`config.mk`:
```
export PLATFORM = sky130hd
export DESIGN_NAME = array_linked_list_engine
export DESIGN_NICKNAME = d
export VERILOG_FILES = /design/src/hw/rtl/ale_pkg.sv /design/src/hw/rtl/ale_ctrl.sv /design/src/hw/rtl/ale_dpath.sv /design/src/hw/rtl/array_linked_list_engine.sv
export VERILOG_INCLUDE_DIRS = /design/src /design/src/hw/rtl
export SDC_FILE = /design/constraint.sdc
export NUM_CORES = 1
export LEC_CHECK = 0
export ABC_AREA = 1
export BUFFER_PORTS_ARGS = -buffer_cell sky130_fd_sc_hd__buf_4
export CORE_MARGIN = 2
export CORE_UTILIZATION = 51
export DETAILED_ROUTE_END_ITERATION = 8
export HOLD_SLACK_MARGIN = 0.05
export PLACE_DENSITY_LB_ADDON = 0.12
export SYNTH_ARGS = -nofsm -noshare
export SYNTH_HDL_FRONTEND = slang
export SYNTH_SLANG_ARGS = --single-unit
```
`constraint.sdc`:
```
create_clock -name clk -period 6.2 [get_ports clk]
set_input_delay 0.31 -clock clk [delete_from_list [all_inputs] [get_ports clk]]
set_output_delay 0.31 -clock clk [all_outputs]
set_load 0.02 [all_outputs]
```
`src/hw/rtl/array_linked_list_engine_assert.svh`:
```
// Assertion macros for the array linked list engine.
`ifndef ARRAY_LINKED_LIST_ENGINE_ASSERT_SVH
`define ARRAY_LINKED_LIST_ENGINE_ASSERT_SVH

// Same-cycle implication, checked at every clock edge outside reset.
`define ALE_ASSERT_NOW(lbl, ante, cons, msg) \
  lbl: assert property (@(posedge clk) disable iff (rst) (ante) |-> (cons)) else $error(msg);

// Next-cycle implication, checked at every clock edge outside reset.
`define ALE_ASSERT_NEXT(lbl, ante, cons, msg) \
  lbl: assert property (@(posedge clk) disable iff (rst) (ante) |=> (cons)) else $error(msg);

`endif

```
`src/hw/rtl/ale_pkg.sv`:
```
// Types, codes and operations shared by the array linked list engine.
`timescale 1ns / 1ps

package ale_pkg;

  localparam logic [2:0] CMD_ADD_FRONT = 3'd0;
  localparam logic [2:0] CMD_ADD_AFTER = 3'd1;
  localparam logic [2:0] CMD_ADD_END   = 3'd2;
  localparam logic [2:0] CMD_DEL_FRONT = 3'd3;
  localparam logic [2:0] CMD_DEL_AFTER = 3'd4;
  localparam logic [2:0] CMD_DEL_END   = 3'd5;

  localparam logic [1:0] ST_DONE    = 2'd0;
  localparam logic [1:0] ST_FULL    = 2'd1;
  localparam logic [1:0] ST_EMPTY   = 2'd2;
  localparam logic [1:0] ST_BADPREV = 2'd3;

  localparam logic [3:0] OP_NONE       = 4'd0;
  localparam logic [3:0] OP_CLEAR      = 4'd1;
  localparam logic [3:0] OP_LOAD       = 4'd2;
  localparam logic [3:0] OP_CHECK      = 4'd3;
  localparam logic [3:0] OP_WALK       = 4'd4;
  localparam logic [3:0] OP_FREE       = 4'd5;
  localparam logic [3:0] OP_ADD_LINK   = 4'd6;
  localparam logic [3:0] OP_DEL_HEAD   = 4'd7;
  localparam logic [3:0] OP_DEL_TAIL   = 4'd8;
  localparam logic [3:0] OP_DEL_AFTER  = 4'd9;
  localparam logic [3:0] OP_RESULT     = 4'd10;

  typedef struct packed {
    logic [2:0]  command;
    logic [31:0] payload;
    logic [3:0]  prev_slot;
  } ale_req_t;

  typedef struct packed {
    logic [1:0] status;
    logic [3:0] slot;
    logic [4:0] node_count;
    logic [4:0] head_slot;
  } ale_rsp_t;

  typedef struct packed {
    logic [3:0] op;
    logic [1:0] code;
  } ale_ctl_t;

  typedef struct packed {
    logic [2:0] cmd;
    logic       clr_last;
    logic       full;
    logic       empty;
    logic       zero;
    logic       prev_ok;
    logic       prev_succ;
    logic       one_left;
    logic       walk_end;
    logic       free_found;
    logic       front;
  } ale_sts_t;

endpackage

```
`src/hw/rtl/ale_ctrl.sv`:
```
// Controller state machine of the array linked list engine.
`timescale 1ns / 1ps

module ale_ctrl import ale_pkg::*; (
  input  logic     clk,
  input  logic     rst,
  input  logic     req_valid,
  output logic     req_ready,
  output logic     rsp_valid,
  input  logic     rsp_ready,
  output ale_ctl_t ctl,
  input  ale_sts_t sts
);

  localparam logic [3:0] S_CLEAR  = 4'd0;
  localparam logic [3:0] S_IDLE   = 4'd1;
  localparam logic [3:0] S_CHECK  = 4'd2;
  localparam logic [3:0] S_WALK   = 4'd3;
  localparam logic [3:0] S_DELT   = 4'd4;
  localparam logic [3:0] S_FREE   = 4'd5;
  localparam logic [3:0] S_LINK   = 4'd6;
  localparam logic [3:0] S_DELH   = 4'd7;
  localparam logic [3:0] S_DELA   = 4'd8;
  localparam logic [3:0] S_RESULT = 4'd9;

  logic [3:0] state;
  logic [3:0] state_next;
  logic [1:0] code;
  logic [1:0] code_next;
  logic       rsp_valid_next;

  assign req_ready = (state == S_IDLE);

  always_comb begin
    state_next     = state;
    code_next      = code;
    rsp_valid_next = rsp_valid && !rsp_ready;
    ctl.op         = OP_NONE;
    ctl.code       = code;
    case (state)
      S_CLEAR: begin
        ctl.op = OP_CLEAR;
        if (sts.clr_last) begin
          state_next = S_IDLE;
        end
      end
      S_IDLE: begin
        if (req_valid) begin
          ctl.op     = OP_LOAD;
          state_next = S_CHECK;
        end
      end
      S_CHECK: begin
        ctl.op     = OP_CHECK;
        code_next  = ST_DONE;
        state_next = S_RESULT;
        case (sts.cmd)
          CMD_ADD_FRONT, CMD_ADD_AFTER, CMD_ADD_END: begin
            if (sts.full) begin
              code_next = ST_FULL;
            end else if (sts.cmd == CMD_ADD_AFTER && !sts.prev_ok) begin
              code_next = ST_BADPREV;
            end else if (sts.cmd == CMD_ADD_END && !sts.empty) begin
              state_next = S_WALK;
            end else begin
              state_next = S_FREE;
            end
          end
          CMD_DEL_FRONT: begin
            if (sts.empty) begin
              code_next = ST_EMPTY;
            end else begin
              state_next = S_DELH;
            end
          end
          CMD_DEL_END: begin
            if (sts.empty) begin
              code_next = ST_EMPTY;
            end else if (sts.one_left) begin
              state_next = S_DELH;
            end else begin
              state_next = S_WALK;
            end
          end
          CMD_DEL_AFTER: begin
            if (sts.empty) begin
              code_next = ST_EMPTY;
            end else if (!sts.prev_ok || !sts.prev_succ) begin
              code_next = ST_BADPREV;
            end else begin
              state_next = S_DELA;
            end
          end
          default: begin
            code_next = ST_DONE;
          end
        endcase
      end
      S_WALK: begin
        ctl.op = OP_WALK;
        if (sts.walk_end) begin
          state_next = (sts.cmd == CMD_DEL_END) ? S_DELT : S_FREE;
        end
      end
      S_DELT: begin
        ctl.op     = OP_DEL_TAIL;
        state_next = S_RESULT;
      end
      S_FREE: begin
        ctl.op = OP_FREE;
        if (sts.free_found) begin
          state_next = sts.front ? S_RESULT : S_LINK;
        end
      end
      S_LINK: begin
        ctl.op     = OP_ADD_LINK;
        state_next = S_RESULT;
      end
      S_DELH: begin
        ctl.op     = OP_DEL_HEAD;
        state_next = S_RESULT;
      end
      S_DELA: begin
        ctl.op     = OP_DEL_AFTER;
        state_next = S_RESULT;
      end
      S_RESULT: begin
        if (!rsp_valid || rsp_ready) begin
          ctl.op         = OP_RESULT;
          rsp_valid_next = 1'b1;
          state_next     = S_IDLE;
        end
      end
      default: begin
        state_next = S_IDLE;
      end
    endcase
  end

  always_ff @(posedge clk) begin
    if (rst) begin
      state     <= S_CLEAR;
      code      <= ST_DONE;
      rsp_valid <= 1'b0;
    end else begin
      state     <= state_next;
      code      <= code_next;
      rsp_valid <= rsp_valid_next;
    end
  end

endmodule

```
`src/hw/rtl/ale_dpath.sv`:
```
// Datapath of the array linked list engine: slot memories, list registers, result.
`timescale 1ns / 1ps

module ale_dpath import ale_pkg::*; #(
  parameter int SLOTS        = 16,
  parameter int PAYLOAD_BITS = 32
) (
  input  logic     clk,
  input  logic     rst,
  input  ale_req_t req_data,
  input  ale_ctl_t ctl,
  output ale_sts_t sts,
  output ale_rsp_t rsp_data
);

  localparam int IW = $clog2(SLOTS);
  localparam int PW = $clog2(SLOTS + 1);
  localparam logic [PW-1:0] NIL = PW'(SLOTS);

  logic [PW-1:0]           link_mem [SLOTS];
  logic                    use_mem  [SLOTS];
  logic [PAYLOAD_BITS-1:0] pay_mem  [SLOTS];

  logic [PW-1:0] link_q;
  logic          use_q;

  logic          link_we;
  logic [IW-1:0] link_wa;
  logic [PW-1:0] link_wd;
  logic [IW-1:0] link_ra;
  logic          use_we;
  logic [IW-1:0] use_wa;
  logic          use_wd;
  logic [IW-1:0] use_ra;
  logic          pay_we;

  logic [2:0]    cmd_q;
  logic [31:0]   payload_q;
  logic [3:0]    prev_q;
  logic          prev_rng_q;
  logic [IW-1:0] prev_idx;
  logic [IW-1:0] clr;
  logic [PW-1:0] head;
  logic [PW-1:0] count;
  logic [PW-1:0] cur;
  logic [PW-1:0] prv;
  logic [PW-1:0] nsucc;
  logic [PW-1:0] fidx;
  logic [IW-1:0] fchk;
  logic [IW-1:0] res_slot;
  logic [PW-1:0] n_link;

  function automatic logic [PW-1:0] succ(input logic [PW-1:0] v);
    succ = (v < NIL) ? v : NIL;
  endfunction

  assign prev_idx = IW'(prev_q);
  assign n_link   = succ(link_q);

  always_comb begin
    sts.cmd        = cmd_q;
    sts.clr_last   = (clr == IW'(SLOTS - 1));
    sts.full       = (count == NIL);
    sts.empty      = (head == NIL);
    sts.zero       = (count == '0);
    sts.prev_ok    = prev_rng_q && use_q;
    sts.prev_succ  = (n_link != NIL);
    sts.one_left   = (count <= PW'(1));
    sts.walk_end   = (n_link == NIL);
    sts.free_found = !use_q;
    sts.front      = (cmd_q == CMD_ADD_FRONT) || (head == NIL);
  end

  always_comb begin
    link_we = 1'b0;
    link_wa = cur[IW-1:0];
    link_wd = NIL;
    link_ra = cur[IW-1:0];
    use_we  = 1'b0;
    use_wa  = fchk;
    use_wd  = 1'b0;
    use_ra  = fidx[IW-1:0];
    pay_we  = 1'b0;
    case (ctl.op)
      OP_CLEAR: begin
        use_we = 1'b1;
        use_wa = clr;
      end
      OP_LOAD: begin
        link_ra = IW'(req_data.prev_slot);
        use_ra  = IW'(req_data.prev_slot);
      end
      OP_CHECK: begin
        link_ra = (cmd_q == CMD_DEL_AFTER) ? link_q[IW-1:0] : head[IW-1:0];
        use_ra  = '0;
      end
      OP_WALK: begin
        link_ra = n_link[IW-1:0];
        use_ra  = '0;
      end
      OP_FREE: begin
        if (sts.free_found) begin
          use_we  = 1'b1;
          use_wa  = fchk;
          use_wd  = 1'b1;
          pay_we  = 1'b1;
          link_we = 1'b1;
          link_wa = fchk;
          if (sts.front) begin
            link_wd = head;
          end else if (cmd_q == CMD_ADD_AFTER) begin
            link_wd = nsucc;
          end else begin
            link_wd = NIL;
          end
        end
      end
      OP_ADD_LINK: begin
        link_we = 1'b1;
        link_wa = (cmd_q == CMD_ADD_AFTER) ? prev_idx : cur[IW-1:0];
        link_wd = PW'(res_slot);
      end
      OP_DEL_HEAD: begin
        use_we = 1'b1;
        use_wa = head[IW-1:0];
      end
      OP_DEL_TAIL: begin
        use_we = 1'b1;
        use_wa = cur[IW-1:0];
        if (prv != NIL) begin
          link_we = 1'b1;
          link_wa = prv[IW-1:0];
          link_wd = NIL;
        end
      end
      OP_DEL_AFTER: begin
        link_we = 1'b1;
        link_wa = prev_idx;
        link_wd = n_link;
        use_we  = 1'b1;
        use_wa  = nsucc[IW-1:0];
      end
      default: begin
      end
    endcase
  end

  always_ff @(posedge clk) begin
    if (link_we) begin
      link_mem[link_wa] <= link_wd;
    end
    link_q <= link_mem[link_ra];
  end

  always_ff @(posedge clk) begin
    if (use_we) begin
      use_mem[use_wa] <= use_wd;
    end
    use_q <= use_mem[use_ra];
  end

  always_ff @(posedge clk) begin
    if (pay_we) begin
      pay_mem[fchk] <= PAYLOAD_BITS'(payload_q);
    end
  end

  always_ff @(posedge clk) begin
    if (rst) begin
      clr   <= '0;
      head  <= NIL;
      count <= '0;
    end else begin
      case (ctl.op)
        OP_CLEAR: begin
          clr <= clr + 1'b1;
        end
        OP_FREE: begin
          if (sts.free_found) begin
            count <= count + 1'b1;
            if (sts.front) begin
              head <= PW'(fchk);
            end
          end
        end
        OP_DEL_HEAD: begin
          head  <= n_link;
          count <= count - 1'b1;
        end
        OP_DEL_TAIL: begin
          if (prv == NIL) begin
            head <= NIL;
          end
          count <= count - 1'b1;
        end
        OP_DEL_AFTER: begin
          count <= count - 1'b1;
        end
        default: begin
        end
      endcase
    end
  end

  always_ff @(posedge clk) begin
    case (ctl.op)
      OP_LOAD: begin
        cmd_q      <= req_data.command;
        payload_q  <= req_data.payload;
        prev_q     <= req_data.prev_slot;
        prev_rng_q <= (32'(req_data.prev_slot) < SLOTS);
      end
      OP_CHECK: begin
        nsucc    <= n_link;
        cur      <= head;
        prv      <= NIL;
        fidx     <= PW'(1);
        fchk     <= '0;
        res_slot <= '0;
      end
      OP_WALK: begin
        if (!sts.walk_end) begin
          prv <= cur;
          cur <= n_link;
        end
        fidx <= PW'(1);
        fchk <= '0;
      end
      OP_FREE: begin
        if (sts.free_found) begin
          res_slot <= fchk;
        end else begin
          fchk <= fidx[IW-1:0];
          fidx <= fidx + 1'b1;
        end
      end
      OP_DEL_HEAD: begin
        res_slot <= head[IW-1:0];
      end
      OP_DEL_TAIL: begin
        res_slot <= cur[IW-1:0];
      end
      OP_DEL_AFTER: begin
        res_slot <= nsucc[IW-1:0];
      end
      OP_RESULT: begin
        rsp_data.status     <= ctl.code;
        rsp_data.slot       <= 4'(res_slot);
        rsp_data.node_count <= 5'(count);
        rsp_data.head_slot  <= 5'(head);
      end
      default: begin
      end
    endcase
  end

endmodule

```
`src/hw/rtl/array_linked_list_engine.sv`:
```
// Top level of the array linked list engine: controller plus datapath.
//
//   channel  handshake                 payload
//   request  req_valid / req_ready     req_data (ale_req_t)
//   response rsp_valid / rsp_ready     rsp_data (ale_rsp_t)
//
// One request at a time. A rejected or ignored request goes from the check straight to the
// result; delete front and delete after take one update step; delete end first walks to
// the tail unless one node is left. An add probes for a free slot from slot 0, links the new
// node behind another unless it goes in front; a non-empty add end first walks to the tail.
// After reset every slot of the slot-use memory is swept clear; req_ready stays low until then.
// The next request is taken while a response waits; its result holds until that one goes.
`timescale 1ns / 1ps

module array_linked_list_engine import ale_pkg::*; #(
  parameter int SLOTS        = 16,
  parameter int PAYLOAD_BITS = 32
) (
  input  logic     clk,
  input  logic     rst,
  input  logic     req_valid,
  output logic     req_ready,
  input  ale_req_t req_data,
  output logic     rsp_valid,
  input  logic     rsp_ready,
  output ale_rsp_t rsp_data
);

  `include "array_linked_list_engine_assert.svh"

  ale_ctl_t ctl;
  ale_sts_t sts;

  ale_ctrl u_ctrl (
    .clk       (clk),
    .rst       (rst),
    .req_valid (req_valid),
    .req_ready (req_ready),
    .rsp_valid (rsp_valid),
    .rsp_ready (rsp_ready),
    .ctl       (ctl),
    .sts       (sts)
  );

  ale_dpath #(
    .SLOTS        (SLOTS),
    .PAYLOAD_BITS (PAYLOAD_BITS)
  ) u_dpath (
    .clk      (clk),
    .rst      (rst),
    .req_data (req_data),
    .ctl      (ctl),
    .sts      (sts),
    .rsp_data (rsp_data)
  );

  `ALE_ASSERT_NEXT(a_busy_after_req, req_valid && req_ready, !req_ready, "ready after accept")
  `ALE_ASSERT_NOW(a_free_not_full, ctl.op == OP_FREE, !sts.full, "free search on full list")
  `ALE_ASSERT_NOW(a_head_count, 1'b1, sts.empty == sts.zero, "head and count disagree")
  `ALE_ASSERT_NEXT(a_result_out, ctl.op == OP_RESULT, rsp_valid && req_ready, "result lost")

endmodule

```
==> impl_metrics.py, run 1 <==
metrics = {
    "floorplanning": {
        "ios": 61,
        "fp.coreArea_sq_um": 15900,
        "std_cell_rows": 46,
        "die_area_sq_um": 17400,
        "initial_utilization": 0.525,
        "die_x_microns": 132,
        "die_h_microns": 132,
    },
    "timing": {
        "rsz0062_at_grt": "false",
        "worst_pin_slew_ns": 1.16,
        "fin_setup_tns_ns": 0,
        "hold_violations": 0,
        "period_share": 0.498,
        "setup_violations": 0,
        "slew_violations": 0,
        "finClkSkew_ns": 0.0116,
        "fmax_mhz": 324,
        "min_period_ns": 3.08,
        "slew_headroom": 0.226,
    },
    "clock_tree": {
        "ctsRootBufferMaster": "clkbuf_16",
        "clk_latency_ns": 0.44,
        "post_cts_buffers": 0,
        "htreeDepth": 4,
        "clk_pin_slew_ns": 0.07,
        "numCtsBuffers": 17,
        "postCtsResizedCells": 0,
        "tritoncts": "yes",
        "cts_hold_buffers": 3,
        "cts_max_path_buffers": 2,
        "clock_sinks": 173,
    },
    "pwr": {
        "pwr_density_cell_nw_per_um2": 243,
        "finalPower_mw": 2.27,
        "vdd_ir_drop_max_mv": 0.196,
        "power_leakage_nw": 3.80,
    },
    "final_layout": {
        "syn_to_final_growth_pct": 11.9,
        "finalNetCount": 966,
        "multi_input_area_sq_um": 2770,
        "register_area_sq_um": 4920,
        "fill_cells": 1374,
        "drive_gt1_frac": 0.115,
        "n_antenna_cell": 0,
        "fin_area_sq_um": 9360,
    },
    "global_route": {
        "grt_max_degree": 42,
        "antenna_found_initial": 0,
        "grt_pass1_wl_mm": 32.1,
        "grt_overflow": 0,
        "grt_use_total": 0.239,
        "grt_pass1_vias": 6061,
    },
    "setup_path": {
        "crit_arrival_ns": 3.46,
        "crit_fanout": 11,
        "path_class": "reg -> reg",
        "cp_data_required_time_ns": 6.58,
        "cp.buffers_inverters": 1,
        "crit_chain": "nor2_1, nand2_2, nand2_1, o211ai_1, a31oi_1, inv_2, nand3_1, nand3_1, nand2_1",
        "cpPeakStageDelay_ns": 0.95,
        "worstSetupStartpointType": "flip-flop",
        "crit_path_end_kind": "flip-flop",
        "crit_family": "simple AND/OR/NAND/NOR gates",
        "crit_slowest_cell": "a31oi_1",
    },
    "routing": {
        "viasPerCell": 5.62,
        "avgRoutedWirePerCell_microns": 17.7,
        "first_iter_violations": 676,
        "dr.pass1.iters": 6,
        "wl_mm": 20.3,
        "drc_errors": 0,
        "ant_nets": 0,
        "vias": 6443,
    },
    "status": {
        "outcome": "finished clean",
    },
    "synthesis": {
        "netlist_instances": 888,
        "netlist_area_sq_um": 8370,
        "synth_edf_count": 146,
        "synth_seq_cells": 173,
        "syn-num-nets": 936,
        "yosysSeqAreaShare": 0.589,
        "synth_flop_cell": "edfxtp_1",
        "synth_cell_types": 47,
        "syn_avg_cell_area_sq_um": 9.42,
        "synthArstFlopShare": 0,
        "ys_warn_count": 0,
    },
    "placed_design": {
        "port_buffers": 28,
        "hpwl_mm": 14.3,
        "place.gp.congestion": 0.951,
        "placed_cell_area_sq_um": 8780,
    },
    "flow_run": {
        "maxCapViolations": 0,
    },
    "min_path": {
        "hold_path.class": "in -> reg",
    },
}
-- power breakdown --
part	internal, mW	switching, mW
clock	0.551	0.443
sequential	1.25	0.00202
combinational	0.0107	0.0172
-- logic make-up after synthesis --
family          count (synthesis)  share of synthesized area
simple gates                  401                      0.226
buf+inv                       178                     0.0840
flops                         173                      0.589
compound gates                128                     0.0912
fa+ha+maj                       5                    0.00748
xor+xnor                        3                    0.00314
-- flip-flops by register name, indices dropped and copies added, names as in the netlist --
| signal | flops |
|---|---|
| u_ctrl.code | 2 |
| u_ctrl.rsp_valid | 1 |
| u_ctrl.state | 4 |
| u_dpath.clr | 4 |
| u_dpath.cmd_q | 3 |
| u_dpath.count | 5 |
| u_dpath.cur | 5 |
| u_dpath.fchk | 4 |
| u_dpath.fidx | 4 |
| u_dpath.head | 5 |
| u_dpath.link_mem | 80 |
| u_dpath.link_q | 5 |
| u_dpath.nsucc | 5 |
| u_dpath.prev_idx | 4 |
| u_dpath.prv | 5 |
| u_dpath.res_slot | 4 |
| u_dpath.rsp_data | 16 |
| u_dpath.use_mem | 16 |
| u_dpath.use_q | 1 |
-- metrics by stage --
stage	setup WS (ns)	hold slack [ns]	instances	util
after floorplan	4.15	0.408	888	-
after global placement	3.30	0.416	1112	0.551
after detailed placement	3.24	0.423	1112	0.551
after CTS	3.19	0.0615	1147	0.587
after global routing	2.97	0.0553	1147	0.587
final	3.12	0.0684	1147	0.587
-- path summary, 6_finish.rpt --
| check | from | to | slack (ns) | cells after the start |
|---|---|---|---|---|
| setup / recovery | u_dpath.cmd_q[0] | u_dpath.link_q[0] | 3.12 | 9 |
| hold / removal | req_data[1] | u_dpath.prev_idx[1] | 0.07 | 1 |
| setup reg to reg | u_dpath.cmd_q[0] | u_dpath.link_q[0] | 3.12 | 9 |
| hold reg to reg | u_dpath.count[4] | u_dpath.rsp_data[9] | 0.44 | 0 |
-- layout make-up --
cell class                      instances  share of cell area
Sequential cell                       173               0.526
Multi-Input combinational cell        537               0.296
Inverter                              153              0.0613
Clock buffer                           18              0.0458
Timing Repair Buffer                   36              0.0297
Tap cell                              216              0.0289
Clock inverter                         14              0.0124
-- synthesized netlist by cell type, drive strengths merged, types with 7 or more instances --
cell / count / share of area
o22ai: 8 / 0.0060
nand3: 125 / 0.077
nand3b: 21 / 0.019
o21ai: 55 / 0.034
a21oi: 33 / 0.020
dfxtp: 27 / 0.065
o211ai: 10 / 0.0096
inv: 152 / 0.068
nor2: 94 / 0.049
buf: 17 / 0.012
edfxtp: 146 / 0.52
nor3: 7 / 0.0048
nand4: 8 / 0.0067
clkbuf: 8 / 0.0036
nand2: 144 / 0.067
-- layout by cell type, fill, tap and decap left out, drive strengths merged, types with 4 or more instances in the layout --
master and n:
nand4 8, dfxtp 27, o21ai 55, nor2 94
buf 33, edfxtp 146, o211ai 10, nand2 144
a21oi 33, o22ai 8, o21bai 4, clkbuf 18
nand3 125, nand3b 21, inv 156, o221ai 6
clkinv 8, nor3 7, ha 5, a31oi 4
-- routing by layer --
metal	GRT usage	wire length [microns]	up-vias
met3	0.0542	1470	42
li1	-	-	3079
met5	0	0	-
met4	0.0761	393	0
met1	0.342	9190	3066
met2	0.363	9190	256
Note: power is estimated with default switching activity, not from simulation.
==> run 2: changes to the inputs <==
ABC_AREA = 0   (was 1)
clock period = 2.86 ns   (was 6.2 ns; I/O delays follow)
==> impl_metrics.py, run 2 <==
metrics = {
    "global_route": {
        "grt_max_degree": 34,
        "grt_pass1_wl_mm": 34.6,
        "grt_pass1_vias": 6397,
        "antenna_found_initial": 0,
        "grt_use_total": 0.258,
        "grt_overflow": 0,
    },
    "setup_path": {
        "path_class": "reg -> reg",
        "worstSetupStartpointType": "flip-flop",
        "cp_data_required_time_ns": 3.19,
        "crit_fanout": 16,
        "startpoint": "u_ctrl.state[2]",
        "crit_path_end_kind": "flip-flop",
        "r2r_start": "u_ctrl.state[2]",
        "crit_arrival_ns": 3.16,
    },
    "timing": {
        "setup_violations": 0,
        "slew_violations": 0,
        "fmax_mhz": 354,
        "period_share": 0.989,
        "hold_violations": 0,
        "worst_pin_slew_ns": 0.766,
        "slew_headroom": 0.486,
        "min_period_ns": 2.83,
        "finClkSkew_ns": 0.00893,
        "fin_setup_tns_ns": 0,
    },
    "floorplanning": {
        "std_cell_rows": 46,
        "die_area_sq_um": 17200,
        "die_h_microns": 131,
        "ios": 61,
        "initial_utilization": 0.520,
        "fp.coreArea_sq_um": 15900,
        "die_x_microns": 131,
    },
    "synthesis": {
        "netlist_area_sq_um": 8260,
        "syn-num-nets": 778,
        "synth_top_area_frac": 0.531,
        "yosysMostFrequentCell": "edfxtp_1",
        "yosys-top-cells-area": "edfxtp_1, dfxtp_1, nand2_1",
        "yosysTopAreaCell": "edfxtp_1",
        "syn_avg_cell_area_sq_um": 11.3,
        "ys_top_cells_by_count": "edfxtp_1, nand2_1, nor2_1",
        "synthArstFlopShare": 0,
        "netlist_instances": 730,
        "ys_warn_count": 0,
        "synth_flop_cell": "edfxtp_1",
        "synth_edf_count": 146,
        "yosysSeqAreaShare": 0.596,
        "synth_seq_cells": 173,
        "synth_cell_types": 75,
    },
    "final_layout": {
        "reg.largest.list": "u_dpath.link_mem (80), u_dpath.rsp_data (16), u_dpath.use_mem (16)",
        "final_common_cell": "edfxtp_1",
        "top_register": "u_dpath.link_mem",
        "drive_gt1_frac": 0.199,
        "largest_reg_flops": 80,
        "syn_to_final_growth_pct": 20.3,
        "stdcell_count": 1055,
        "n_antenna_cell": 0,
        "finalNetCount": 874,
        "fill_cells": 1331,
        "layout_common_cells": "edfxtp_1, buf_4, nand2_1",
    },
    "clock_tree": {
        "clk_latency_ns": 0.44,
        "clock_sinks": 173,
        "cts_max_path_buffers": 2,
        "htreeDepth": 4,
        "clk_pin_slew_ns": 0.07,
        "tritoncts": "yes",
        "ctsRootBufferMaster": "clkbuf_16",
        "numCtsBuffers": 17,
    },
    "placed_design": {
        "dp_cells": 1012,
        "port_buffers": 28,
        "place.gp.congestion": 0.948,
        "hpwl_mm": 15.6,
    },
    "routing": {
        "dr.pass1.iters": 6,
        "wl_mm": 21.8,
        "first_iter_violations": 835,
        "vias": 6493,
        "drc_errors": 0,
        "avgRoutedWirePerCell_microns": 20.7,
        "viasPerCell": 6.15,
        "ant_nets": 0,
    },
    "status": {
        "outcome": "finished clean",
    },
    "pwr": {
        "pwr_density_cell_nw_per_um2": 514,
        "power_leakage_nw": 3.62,
        "vdd_ir_drop_max_mv": 0.421,
    },
    "min_path": {
        "hold_path.class": "in -> reg",
        "hold_start": "req_valid",
    },
    "flow_run": {
        "maxCapViolations": 0,
    },
}
[run 2: layer usage]
layer  global-route usage  part of all wire  up-vias
met2                0.436              0.50      335
met1                0.320              0.39     3105
met3               0.0482             0.071       66
li1                     -                 -     2987
met4                0.126             0.036        0
met5                    0                 0        -
[run 2: repair_timing]
item                                   4_1_cts  5_1_grt
resized for setup                            1       12
setup endpoints to repair                    1       97
pin swaps                                    0        1
setup buffers                                0        2
hold buffers                                 9        0
endpoints found under the hold margin       12        0
[run 2: cells by family (layout without fill, tap and decap cells)]
family	Yosys count	in the layout	synth area share
AOI/OAI and AO/OA	202	202	0.173
xor gates and xnor gates	9	9	0.00954
adders and majority gates	5	5	0.00757
buffers and inverters	56	165	0.0289
DFF	173	173	0.596
muxes	28	28	0.0341
and+or+nand+nor	257	257	0.151
[run 2: cell type report]
type | instances | area (sq um) | area share
multi-input combinational | 501 | 3150 | 0.317
sequential | 173 | 4930 | 0.496
clock buffer | 17 | 425 | 0.0428
clock inverter | 15 | 173 | 0.0174
inverter | 18 | 67.6 | 0.00680
timing repair buffer | 115 | 923 | 0.0929
tap | 216 | 270 | 0.0272
[run 2: path summary, 6_finish.rpt]
check,end,slack (ns),depth (start not counted)
max,u_dpath.link_q[0],0.03,8
min,u_dpath.cmd_q[1],0.31,2
max reg2reg,u_dpath.link_q[0],0.03,8
min reg2reg,u_dpath.rsp_data[15],0.44,0
[run 2: per-stage QoR]
stage               hold WS [ns]  instance area (sq um)   util  power [mW]  worst slack, ns
detailed placement         0.322                   9190  0.579        2.82           0.0101
finish                     0.313                   9940  0.625        5.11           0.0329
global route               0.288                   9940  0.625        5.23          -0.0687
floorplan                  0.221                   8260      -        2.80            0.431
global placement           0.321                   9190  0.579        2.82            0.114
CTS                        0.298                   9890  0.622        5.13           0.0283
[run 2: worst max-delay path: stages, from the launching register on]
cell       delay, ns
dfxtp_1         0.42
or2_1           0.29
or2_1           0.28
buf_4           0.21
o211ai_2        0.27
nand2_2         0.31
a2111oi_1       0.62
a211oi_1        0.09
a22o_1          0.22
[run 2: where the power goes]
| part | total, mW | leakage, nW | internal, mW | switching (mW) |
|---|---|---|---|---|
| combinational | 0.0676 | 1.85 | 0.0302 | 0.0375 |
| sequential | 2.71 | 1.48 | 2.70 | 0.00578 |
| clock | 2.33 | 0.287 | 1.25 | 1.09 |
| total | 5.11 | 3.62 | 3.98 | 1.13 |
